[src/sv/lom_pkg.sv]
`timescale 1ns / 1ps
`default_nettype none
package lom_pkg;

  localparam int NUM_INSTRUMENTS  = 5;
  localparam int ENTRIES_PER_SIDE = 32;
  localparam int SLOT_W           = 5;
  localparam int SIDE_W           = 4;
  localparam int NUM_SIDES        = 16;
  localparam int NUM_SLOTS        = NUM_SIDES * (2 ** SLOT_W);
  localparam int MAX_RESULTS      = 64;

  localparam logic [2:0] ST_NEW     = 3'd0;
  localparam logic [2:0] ST_FILL    = 3'd1;
  localparam logic [2:0] ST_PARTIAL = 3'd2;
  localparam logic [2:0] ST_UNKNOWN = 3'd3;
  localparam logic [2:0] ST_FULL    = 3'd4;

  typedef struct packed {
    logic [2:0]  instrument;
    logic        side;
    logic [15:0] price_tick;
    logic [19:0] quantity;
    logic [31:0] client_id;
  } order_t;

  typedef struct packed {
    logic [31:0] report_order_id;
    logic [31:0] report_client_id;
    logic [2:0]  report_instrument;
    logic        report_side;
    logic [2:0]  status;
    logic [19:0] report_quantity;
    logic [15:0] report_price;
    logic        last;
  } report_t;

  typedef struct packed {
    logic [15:0] price;
    logic [19:0] quantity;
    logic [31:0] order_id;
    logic [31:0] client_id;
  } entry_t;

  typedef enum logic [1:0] {RD_NONE, RD_HEAD, RD_CUR, RD_PREV} rd_kind_t;
  typedef enum logic [2:0] {WR_NONE, WR_HEAD, WR_PREV, WR_CUR, WR_NEW} wr_kind_t;
  typedef enum logic [2:0] {EM_NONE, EM_REJ, EM_AGG, EM_RES, EM_NEW, EM_FULL} em_kind_t;
  typedef enum logic [2:0] {IX_HOLD, IX_ONE, IX_INC, IX_DEC, IX_CNT} ix_op_t;

  typedef struct packed {
    logic     load;
    logic     sel_opp;
    rd_kind_t rd;
    wr_kind_t wr;
    ix_op_t   ix;
    logic     trade;
    logic     cnt_inc;
    logic     cnt_dec;
    em_kind_t emit;
    logic     flush;
  } lom_cmd_t;

  typedef struct packed {
    logic unknown;
    logic qty_zero;
    logic cnt_zero;
    logic side_full;
    logic match;
    logic better;
    logic rq_zero;
    logic idx_lt_cnt;
    logic idx_zero;
    logic crossed;
    logic emit_ok;
  } lom_sts_t;

endpackage
`default_nettype wire

[src/sv/lom_ctrl.sv]
`timescale 1ns / 1ps
`default_nettype none
module lom_ctrl import lom_pkg::*; (
  input  wire logic     clk,
  input  wire logic     rst_n,
  input  wire logic     in_valid,
  output logic          in_ready,
  input  wire lom_sts_t sts,
  output lom_cmd_t      cmd
);

  typedef enum logic [4:0] {
    S_IDLE, S_CHECK, S_REJ, S_MRD, S_MWAIT, S_AGG, S_RES, S_RMRD, S_RMWR,
    S_REST, S_INSRD, S_INSWAIT, S_INSWR, S_NEW, S_FULL, S_FLUSH
  } state_t;

  state_t state_r, state_nxt;

  assign in_ready = state_r == S_IDLE;

  always_comb begin
    state_nxt = state_r;
    cmd       = '0;
    unique case (state_r)
      S_IDLE: begin
        if (in_valid) begin
          cmd.load  = 1'b1;
          state_nxt = S_CHECK;
        end
      end
      S_CHECK: state_nxt = sts.unknown ? S_REJ : S_MRD;
      S_REJ: begin
        if (sts.emit_ok) begin
          cmd.emit  = EM_REJ;
          state_nxt = S_FLUSH;
        end
      end
      S_MRD: begin
        cmd.sel_opp = 1'b1;
        if (sts.qty_zero || sts.cnt_zero) begin
          state_nxt = S_REST;
        end else begin
          cmd.rd    = RD_HEAD;
          state_nxt = S_MWAIT;
        end
      end
      S_MWAIT: begin
        if (sts.match) begin
          cmd.trade = 1'b1;
          state_nxt = S_AGG;
        end else begin
          state_nxt = S_REST;
        end
      end
      S_AGG: begin
        if (sts.emit_ok) begin
          cmd.emit  = EM_AGG;
          state_nxt = S_RES;
        end
      end
      S_RES: begin
        cmd.sel_opp = 1'b1;
        if (sts.emit_ok) begin
          cmd.emit = EM_RES;
          if (sts.rq_zero) begin
            cmd.ix    = IX_ONE;
            state_nxt = S_RMRD;
          end else begin
            cmd.wr    = WR_HEAD;
            state_nxt = S_MRD;
          end
        end
      end
      S_RMRD: begin
        cmd.sel_opp = 1'b1;
        if (sts.idx_lt_cnt) begin
          cmd.rd    = RD_CUR;
          state_nxt = S_RMWR;
        end else begin
          cmd.cnt_dec = 1'b1;
          state_nxt   = S_MRD;
        end
      end
      S_RMWR: begin
        cmd.sel_opp = 1'b1;
        cmd.wr      = WR_PREV;
        cmd.ix      = IX_INC;
        state_nxt   = S_RMRD;
      end
      S_REST: begin
        if (sts.qty_zero) begin
          state_nxt = S_FLUSH;
        end else if (sts.side_full) begin
          state_nxt = S_FULL;
        end else begin
          cmd.ix    = IX_CNT;
          state_nxt = S_INSRD;
        end
      end
      S_INSRD: begin
        if (sts.idx_zero) begin
          state_nxt = S_INSWR;
        end else begin
          cmd.rd    = RD_PREV;
          state_nxt = S_INSWAIT;
        end
      end
      S_INSWAIT: begin
        if (sts.better) begin
          cmd.wr    = WR_CUR;
          cmd.ix    = IX_DEC;
          state_nxt = S_INSRD;
        end else begin
          state_nxt = S_INSWR;
        end
      end
      S_INSWR: begin
        cmd.wr      = WR_NEW;
        cmd.cnt_inc = 1'b1;
        state_nxt   = sts.crossed ? S_FLUSH : S_NEW;
      end
      S_NEW: begin
        if (sts.emit_ok) begin
          cmd.emit  = EM_NEW;
          state_nxt = S_FLUSH;
        end
      end
      S_FULL: begin
        if (sts.emit_ok) begin
          cmd.emit  = EM_FULL;
          state_nxt = S_FLUSH;
        end
      end
      S_FLUSH: begin
        if (sts.emit_ok) begin
          cmd.flush = 1'b1;
          state_nxt = S_IDLE;
        end
      end
      default: state_nxt = S_IDLE;
    endcase
  end

  always_ff @(posedge clk) begin
    if (!rst_n) begin
      state_r <= S_IDLE;
    end else begin
      state_r <= state_nxt;
    end
  end

endmodule
`default_nettype wire

[config.mk]
export PLATFORM = sky130hd
export DESIGN_NAME = lom_ctrl
export DESIGN_NICKNAME = d
export VERILOG_FILES = /design/src/sv/lom_pkg.sv /design/src/sv/lom_ctrl.sv
export SDC_FILE = /design/constraint.sdc
export NUM_CORES = 1
export LEC_CHECK = 0
export ABC_AREA = 0
export BUFFER_PORTS_ARGS = -buffer_cell sky130_fd_sc_hd__buf_2
export CAP_MARGIN = 0
export CORE_MARGIN = 1
export CORE_UTILIZATION = 42
export CTS_CLUSTER_DIAMETER = 80
export DETAILED_ROUTE_END_ITERATION = 6
export PLACE_DENSITY_LB_ADDON = 0.3
export SETUP_SLACK_MARGIN = 0.5
export SYNTH_ARGS = -nofsm -noshare
export SYNTH_HDL_FRONTEND = slang
export SYNTH_SLANG_ARGS = --single-unit
[constraint.sdc]
create_clock -name clk -period 1.55 [get_ports clk]
set_input_delay 0.0775 -clock clk [delete_from_list [all_inputs] [get_ports clk]]
set_output_delay 0.0775 -clock clk [all_outputs]
set_load 0.05 [all_outputs]
==> results of run 1 <==
==> kinds of logic after synthesis <==
group	synth area share (%)
AND/OR/NAND/NOR	40.1
AO/OA/AOI/OAI	36.5
buffers and inverters	8.39
flip-flops	12.2
XOR/XNOR	1.34
multiplexers	1.53
==> through the flow <==
step | hold WS (ps) | cells | area (sq um) | setup TNS (ps)
floorplan | 206 | 103 | 801 | -14.0
global placement | 336 | 153 | 1010 | 0
detailed placement | 331 | 153 | 1010 | 0
==> impl_metrics.ini, run 1 <==
[status]
status = did not finish
failing_step = clock tree synthesis (4_1_cts)
stop_error = [ERROR DPL-0038] Utilization greater than 100%, impossible to legalize

[yosys]
ys_seq_elements = 4
synth_area_sq_um = 656
synth_most_common_cell = nor2_1
yosysWarnings = 0
synth_top_cells_by_count = nor2_1, a21oi_1, nand2_1, nand2b_1, nor3_1
synth_area_leaders = dfxtp_1, nor2_1, a21oi_1
seq_area_frac_synth_pct = 12.2
synth_edf_count = 0
syn_avg_cell_area_sq_um = 6.37
synth_cell_type_count = 38
synth_ff_type = dfxtp_1
syn_inst = 103
async_flop_share_pct = 0
yosysTopAreaCell = dfxtp_1
synth.top_cell.area_share_pct = 12.2
syn_nets = 117

[die]
io_pins = 32
start_util_pct = 47.4
fp.dieW_um = 41.5
dieHeight_um = 41.5
rows = 13

[cts]
cts.sinks = 4
htreeDepth = 1
cts_resized = 81
cts-root-buf = clkbuf_4
hold_buffers = 0
post-cts-setup-buffers = 11
cts.path.max_buffers = 2
cts_buffers = 3

[place]
portBuffers = 31
place_ws_ps = 45.1
dp_hpwl_um = 1690
gp_congestion = 0.946
==> run 2, diff against run 1 <==
--- a/config.mk
+++ b/config.mk
@@ -8,12 +8,10 @@
 export ABC_AREA = 0
 export BUFFER_PORTS_ARGS = -buffer_cell sky130_fd_sc_hd__buf_2
 export CAP_MARGIN = 0
-export CORE_MARGIN = 1
-export CORE_UTILIZATION = 42
-export CTS_CLUSTER_DIAMETER = 80
+export CORE_AREA = 2 2 63 65
 export DETAILED_ROUTE_END_ITERATION = 6
-export PLACE_DENSITY_LB_ADDON = 0.3
-export SETUP_SLACK_MARGIN = 0.5
+export DIE_AREA = 0 0 65 67
+export PLACE_DENSITY_LB_ADDON = 0.15
 export SYNTH_ARGS = -nofsm -noshare
 export SYNTH_HDL_FRONTEND = slang
 export SYNTH_SLANG_ARGS = --single-unit
==> run 2 against run 1 <==
  * The flow now finishes without violations
  * Synthesized cell count stayed put
  * Area after synthesis did not move
==> impl_metrics.ini, run 2 <==
[status]
status = finished clean

[sta]
finalHoldViolCount = 0
skew_ps = 3.33
maxSlewViolCount = 0
slew_headroom_pct = 76.1
setup_viol = 0
holdWs_ps = 138
max_freq_ghz = 0.672
fin_tns_setup_ps = 0
fin_crit_sh_pct = 96.0
period_minus_slack_ps = 1490
rsz0062_at_grt = yes
worstMarginPinSlew_ps = 358

[cells_and_area]
multiInputGateArea_sq_um = 619
reg.largest.list = state_r (4)
final_cell_area_sq_mm = 0.00123
num_antenna_cells = 0
nNetsFinal = 172
layout_common_cells = buf_4, buf_2, a21oi_1, nor2_1
final_common_cell = buf_4
largest_reg_flops = 4
largest_register = state_r
drive_above_1_share_pct = 53.8
nFillCells = 394
syn2layout_area_growth_pct = 87.4
regArea_sq_um = 95.1
fin_cells = 204

[place]
dp.cells = 196
gp_congestion = 0.859
place_area_sq_mm = 0.00104
portBuffers = 31
dp_hpwl_um = 2070

[die]
dieHeight_um = 67
fp.dieW_um = 65
start_util_pct = 18.2
fp.dieArea_sq_mm = 0.00436
io_pins = 32
core-area_sq_mm = 0.00361
rows = 22

[setup_path]
path_cells = and2_1 -> buf_4 -> and3b_1 -> buf_2
cp.required_ps = 1470
critPathLaunchType = flop
worstSetupPathType = reg -> out
critPathArrivalTime_ps = 1410
worstPathMaxFanout = 16
cp_slowest_cell = dfxtp_4
max_stage_delay_ps = 430
regToRegSetupSlack_ps = 70
critPathCaptureType = primary output

[drt]
viasPerCell = 4.82
final_antenna_net_count = 0
drc = 0
wl_um = 2670
drtIter0Drc = 41
routedWlPerCell_um = 13.1
drt_first_pass_iters = 4
vias = 983

[yosys]
synth.top_cell.area_share_pct = 12.2
synth_area_sq_um = 656
synth_ff_type = dfxtp_1
synth_most_common_cell = nor2_1
synth_area_leaders = dfxtp_1, nor2_1, a21oi_1
ys_seq_elements = 4
synth_top_cells_by_count = nor2_1, a21oi_1, nand2_1, nand2b_1, nor3_1
synth_cell_type_count = 38
async_flop_share_pct = 0
syn_inst = 103
yosysTopAreaCell = dfxtp_1
syn_nets = 117
yosysWarnings = 0
synth_edf_count = 0
syn_avg_cell_area_sq_um = 6.37
seq_area_frac_synth_pct = 12.2

[pwr]
power_mw = 2.41
powerDensity_mw_per_mm2 = 1960
ir_drop_mv = 1.14
p_leak_nw = 0.545

[cts]
insertion_delay_ps = 210
cts.sinks = 4
cts.path.max_buffers = 2
cts_buffers = 3
cts-root-buf = clkbuf_8
htreeDepth = 1
clk_pin_slew_ps = 30
cts_tree = built
hold_buffers = 0

[global_route]
antenna_found_initial = 0
gr-total-overflow = 0
grt_usage_pct = 12.1
grt_max_degree = 17
first_global_vias = 893
grt_pass1_wl_um = 4140

[worst_hold_path]
hp-class = in -> reg

[job]
maxCapViolations = 0
## run 2: final cells by class
class,instances,share of cell area (%)
flip-flops and latches,4,7.74
inverters,5,1.53
multi-input cells,87,50.4
repair buffers,57,32.1
well taps,48,4.89
clock buffers,3,3.36
## run 2: critical path: cells and delay by family (launching register included)
kind	cells	cell delay (ps)
AND/OR/NAND/NOR	2	370
flip-flops	1	430
buffers and inverters	2	390
## run 2: what timing repair did
item	CTS	global route
pin swaps	0	3
endpoints found under the setup margin	21	13
setup buffers	0	5
resized for setup	10	28
## run 2: cells by family (layout without fill, tap and decap cells)
kind of cell / Yosys count / in the layout / share of synthesized area (%)
AOI/OAI and AO/OA: 35 / 35 / 36.5
xor gates and xnor gates: 1 / 1 / 1.34
buffers and inverters: 12 / 65 / 8.39
DFF: 4 / 4 / 12.2
muxes: 1 / 1 / 1.53
and+or+nand+nor: 50 / 50 / 40.1
## run 2: final timing paths
kind                            cells past startpoint                 endpoint               startpoint
worst max-delay path                                4                   cmd[4]  state_r[0]$_SDFFE_PN0P_
worst max register to register                      5  state_r[3]$_SDFFE_PN0P_  state_r[2]$_SDFFE_PN0P_
worst min register to register                      2  state_r[2]$_SDFFE_PN0P_  state_r[2]$_SDFFE_PN0P_
worst min-delay path                                3  state_r[2]$_SDFFE_PN0P_                    rst_n
## run 2: stage by stage
stage / worst slack (ps) / util [%]
6_report: 61.8 / 34.1
4_1_cts: 5.35 / 30.6
2_1_floorplan: -235 / -
3_5_place_dp: -32.4 / 28.9
3_3_place_gp: -48.6 / 28.9
5_1_grt: -3.54 / 34.1
## run 2: where the power goes
part           leakage, nW  switching, mW  internal [mW]
logic                0.488           1.08          0.790
clock network       0.0216         0.0497          0.165
registers           0.0356          0.144          0.178
## run 2: metal layers
metal  part of all wire [%]  wire (um)  track usage, %  vias up
li1                       -          -               -      486
met1                     47       1250            16.8      461
met3                    5.8        155            2.20        0
met2                     47       1260            20.0       36
met4                      0          0            1.60        0
met5                      0          0               0        -
No activity file was read; power rests on OpenSTA's default activity.
==> run 3, diff against run 2 <==
--- a/config.mk
+++ b/config.mk
@@ -12,6 +12,7 @@
 export DETAILED_ROUTE_END_ITERATION = 6
 export DIE_AREA = 0 0 65 67
 export PLACE_DENSITY_LB_ADDON = 0.15
+export REMOVE_ABC_BUFFERS = 1
 export SYNTH_ARGS = -nofsm -noshare
 export SYNTH_HDL_FRONTEND = slang
 export SYNTH_SLANG_ARGS = --single-unit
==> run 3 against run 2 <==
  * Sequential power increased by 5%
  * Highest routed layer is now met4
  * Wire length decreased by 5.4%
  * Register-to-register slack improved by 70 ps
  * Fmax decreased by 0.66%
  * Total power decreased by 12%
  * First-iteration DRC count decreased by 66%
  * Hold slack got worse by 22 ps
  * Largest cell class unchanged
  * Worst setup slack got worse by 9.9 ps
  * Global-route usage decreased by 0.080 points
==> impl_metrics.ini, run 3 (synthesized netlist as in run 2, its figures left out) <==
[status]
status = finished clean

[drt]
drt_first_pass_iters = 4
drtIter0Drc = 14
vias = 923
viasPerCell = 4.78
wl_um = 2520
routedWlPerCell_um = 13.1
final_antenna_net_count = 0
drc = 0

[setup_path]
cp-startpoint = state_r[2]$_SDFFE_PN0P_
reg2reg_to = state_r[2]$_SDFFE_PN0P_
ff2ff_path_depth = 5
worstSetupPathType = reg -> out
max_stage_delay_ps = 360
critPathCapture = cmd[7]
critPathLaunchType = flop
cp.required_ps = 1470
critPathCaptureType = primary output
worstPathMaxFanout = 8
critPathArrivalTime_ps = 1420
cp_slowest_cell = dfxtp_4
path_cells = buf_4 -> nand2b_4 -> nor2_2 -> a41oi_1 -> nor2_1 -> buf_6
regToRegSetupSlack_ps = 140
r2r_start = state_r[1]$_SDFFE_PN0P_

[cells_and_area]
reg.largest.list = state_r (4)
nNetsFinal = 161
syn2layout_area_growth_pct = 67.9
largest_register = state_r
regArea_sq_um = 95.1
drive_above_1_share_pct = 46.9
largest_reg_flops = 4
layout_common_cells = buf_4, buf_2, nor2_1, a21oi_1, nand2_1
nFillCells = 395
num_antenna_cells = 0
multiInputGateArea_sq_um = 568
final_common_cell = buf_4

[die]
fp.dieW_um = 65
io_pins = 32
core-area_sq_mm = 0.00361
dieHeight_um = 67
rows = 22
fp.dieArea_sq_mm = 0.00436
start_util_pct = 18.2

[sta]
worstMarginPinSlew_ps = 331
setup_viol = 0
holdWs_ps = 116
period_minus_slack_ps = 1500
maxSlewViolCount = 0
slew_headroom_pct = 77.8
skew_ps = 0.202
fin_crit_sh_pct = 96.7
max_freq_ghz = 0.667
setup_slack_ps = 51.8
finalHoldViolCount = 0

[pwr]
power_mw = 2.12
powerDensity_mw_per_mm2 = 1920
p_leak_nw = 0.472
ir_drop_mv = 0.663

[cts]
hold_buffers = 0
cts_tree = built
cts_buffers = 3
htreeDepth = 1
cts.path.max_buffers = 2
cts.sinks = 4
cts-root-buf = clkbuf_8
clk_pin_slew_ps = 30
insertion_delay_ps = 220

[place]
portBuffers = 31
place_ws_ps = 3.80
dp_hpwl_um = 2010
gp_congestion = 0.816

[global_route]
first_global_vias = 844
grt_usage_pct = 12.1
antenna_found_initial = 0
gr-total-overflow = 0
grt_pass1_wl_um = 3970
grt_max_degree = 16

[job]
maxCapViolations = 0

[worst_hold_path]
hp-class = in -> reg
## run 3: area by class of cell
type                    count  area share [%]
clock buffers               3            3.75
multi-input cells          87            51.6
repair buffers             46            28.9
inverters                   5            1.70
well taps                  48            5.45
flip-flops and latches      4            8.64
## run 3: worst min-delay path by stage
stage          startpoint                       to  slack, ps  depth (start not counted)
2_1_floorplan       rst_n  state_r[2]$_SDFFE_PN0P_        220                          2
3_3_place_gp        rst_n  state_r[2]$_SDFFE_PN0P_        370                          3
3_5_place_dp        rst_n  state_r[2]$_SDFFE_PN0P_        350                          3
4_1_cts             rst_n  state_r[2]$_SDFFE_PN0P_        110                          3
5_1_grt             rst_n  state_r[0]$_SDFFE_PN0P_        140                          3
6_report            rst_n  state_r[2]$_SDFFE_PN0P_        120                          3
## run 3: routing by layer
layer,track usage [%],wire (um)
met1,14.8,1150
met2,20.2,1230
met3,2.36,108
met4,5.59,38
met5,0,0
## run 3: per-stage QoR
stage / util [%] / instance area (sq um) / std cells / setup TNS, ps
floorplan: - / 619 / 96 / -4580
global placement: 26.3 / 947 / 190 / 0
detailed placement: 26.3 / 947 / 190 / 0
CTS: 28.2 / 1020 / 193 / 0
global route: 30.5 / 1100 / 193 / -23.3
finish: 30.5 / 1100 / 193 / 0
## run 3: report_power, final
| part | total (mW) | switching (mW) | internal [mW] |
|---|---|---|---|
| Combinational | 1.56 | 0.925 | 0.637 |
| Clock | 0.217 | 0.0517 | 0.165 |
| Sequential | 0.338 | 0.160 | 0.179 |
## run 3: worst max-delay path: cells and delay by family (launching register included)
family / cells / cell delay [ps]
AO/OA/AOI/OAI: 1 / 60
buffers and inverters: 2 / 350
flip-flops: 1 / 360
AND/OR/NAND/NOR: 3 / 440
## run 3: timing repair
item                                    in CTS  in global routing
buffers inserted                             0                  0
resized for setup                           12                 30
pin swaps                                    0                  2
endpoints found under the setup margin      19                 17
==> run 4, diff against run 3 <==
--- a/config.mk
+++ b/config.mk
@@ -6,7 +6,7 @@
 export NUM_CORES = 1
 export LEC_CHECK = 0
 export ABC_AREA = 0
-export BUFFER_PORTS_ARGS = -buffer_cell sky130_fd_sc_hd__buf_2
+export BUFFER_PORTS_ARGS = -buffer_cell sky130_fd_sc_hd__buf_4
 export CAP_MARGIN = 0
 export CORE_AREA = 2 2 63 65
 export DETAILED_ROUTE_END_ITERATION = 6
==> run 4 against run 3 <==
  * Non-clock buffer count decreased by 3
  * Critical endpoint is now cmd[10]
  * Design area increased by 1.5%
  * Largest power group unchanged
  * Total power increased by 0.51%
  * Clock skew increased by 1.1 ps
  * First-iteration DRC count increased by 7.1%
  * Cell count decreased by 1.6%
  * Wire length decreased by 3.4%
==> impl_metrics.ini, run 4 (synthesized netlist as in run 2, its figures left out) <==
[status]
status = finished clean

[drt]
drtIter0Drc = 15
routedWlPerCell_um = 12.8
vias = 892
drt_first_pass_iters = 4
wl_um = 2440
final_antenna_net_count = 0
drc = 0
viasPerCell = 4.69

[cells_and_area]
layout_common_cells = buf_4, nor2_1, a21oi_1, nand2_1, nand2b_1
final_util_pct = 31.0
nNetsFinal = 158
reg.largest.list = state_r (4)
syn2layout_area_growth_pct = 70.4
final_cell_area_sq_mm = 0.00112
final_common_cell = buf_4
largest_register = state_r
num_antenna_cells = 0
nFillCells = 394
drive_above_1_share_pct = 46.5
fin_cells = 190
largest_reg_flops = 4

[setup_path]
critPathCaptureType = primary output
cp.required_ps = 1470
cp-startpoint = state_r[0]$_SDFFE_PN0P_
cp_common_cell = nor2_1
crit_family = simple AND/OR/NAND/NOR gates
worstPathMaxFanout = 15
path_buf_inv = 2
critPathArrivalTime_ps = 1390
cp_slowest_cell = dfxtp_4
worstSetupPathType = reg -> out
critPathLaunchType = flop
max_stage_delay_ps = 390
r2r_start = state_r[1]$_SDFFE_PN0P_
path_cells = buf_4 -> nor4_2 -> nor2_1 -> nor2_1 -> buf_6

[place]
place_area_sq_mm = 0.00100
portBuffers = 31
dp_hpwl_um = 1930
dp.cells = 187
gp_congestion = 0.814

[cts]
cts.sinks = 4
insertion_delay_ps = 220
hold_buffers = 0
cts-root-buf = clkbuf_8
cts_buffers = 3
htreeDepth = 1
clk_pin_slew_ps = 30
cts.path.max_buffers = 2
cts_tree = built

[pwr]
ir_drop_mv = 0.697
power_mw = 2.13
clock_power_share_pct = 10.1
switching_share_pct = 53.6
internal-power_mw = 0.988
comb_power_share_pct = 74.6
switchingPower_mw = 1.14
p_leak_nw = 0.468
p_seq_share_pct = 15.3
powerDensity_mw_per_mm2 = 1910

[sta]
finalHoldViolCount = 0
fin_tns_setup_ps = 0
maxSlewViolCount = 0
slew_headroom_pct = 79.5
skew_ps = 1.33
max_freq_ghz = 0.681
fin_crit_sh_pct = 94.8
rsz0062_at_grt = yes
setup_viol = 0
period_minus_slack_ps = 1470
worstMarginPinSlew_ps = 304

[global_route]
first_global_vias = 866
grt_usage_pct = 12.1
gr-total-overflow = 0
grt_max_degree = 16
grt_pass1_wl_um = 4070
antenna_found_initial = 0

[worst_hold_path]
min_from = rst_n
hp-class = in -> reg

[die]
fp.dieW_um = 65
fp.dieArea_sq_mm = 0.00436
start_util_pct = 18.2
io_pins = 32
rows = 22
core-area_sq_mm = 0.00361
dieHeight_um = 67

[job]
maxCapViolations = 0
-- run 4: cell types whose count changed in the layout (fill, tap and decap cells not counted), sizes merged --
cell / change
clkbuf: -3
-- run 4: final timing paths --
| kind | to | slack (ps) | cells after the start |
|---|---|---|---|
| min | state_r[2]$_SDFFE_PN0P_ | 130 | 3 |
| max | cmd[10] | 80 | 5 |
| max reg2reg | state_r[3]$_SDFFE_PN0P_ | 140 | 5 |
| min reg2reg | state_r[1]$_SDFFE_PN0P_ | 600 | 2 |
-- run 4: cell type report --
type	count	area, sq um	area share, %
multi-input cells	87	571	51.1
repair buffers	43	334	29.9
flip-flops and latches	4	92.6	8.29
well taps	48	60.1	5.38
clock buffers	3	41.3	3.70
inverters	5	18.8	1.68
-- run 4: metal layers --
metal / GRT usage, % / up-vias / part of all wire [%] / wire, um
met3: 2.20 / 4 / 2.9 / 70
met4: 4.79 / 0 / 1.6 / 38
li1: - / 459 / - / -
met5: 0 / - / 0 / 0
met2: 18.9 / 15 / 47 / 1150
met1: 16.3 / 414 / 48 / 1180
-- run 4: power groups by stage --
stage	registers, mW	logic, mW	clock network, mW
detailed placement	0.295	1.47	0
global route	0.340	1.73	0.225
floorplan	0.300	0.917	0
global placement	0.299	1.50	0
finish	0.325	1.59	0.215
CTS	0.317	1.49	0.219
-- run 4: metrics by stage --
stage	hold slack, ps	setup slack, ps
after global routing	144	-36.5
after global placement	376	-21.2
after detailed placement	357	11.3
final	127	81.1
after CTS	124	17.1
after floorplan	216	-921
-- run 4: repair_timing --
action,4_1_cts,5_1_grt
resized for setup,8,16
endpoints found under the setup margin,14,12
cloned,0,0
buffers inserted,0,0
-- run 4: tightest hold or removal path, stage by stage --
cell	delay (ps)
buf_4	110
o21ai_0	70
a31oi_1	40
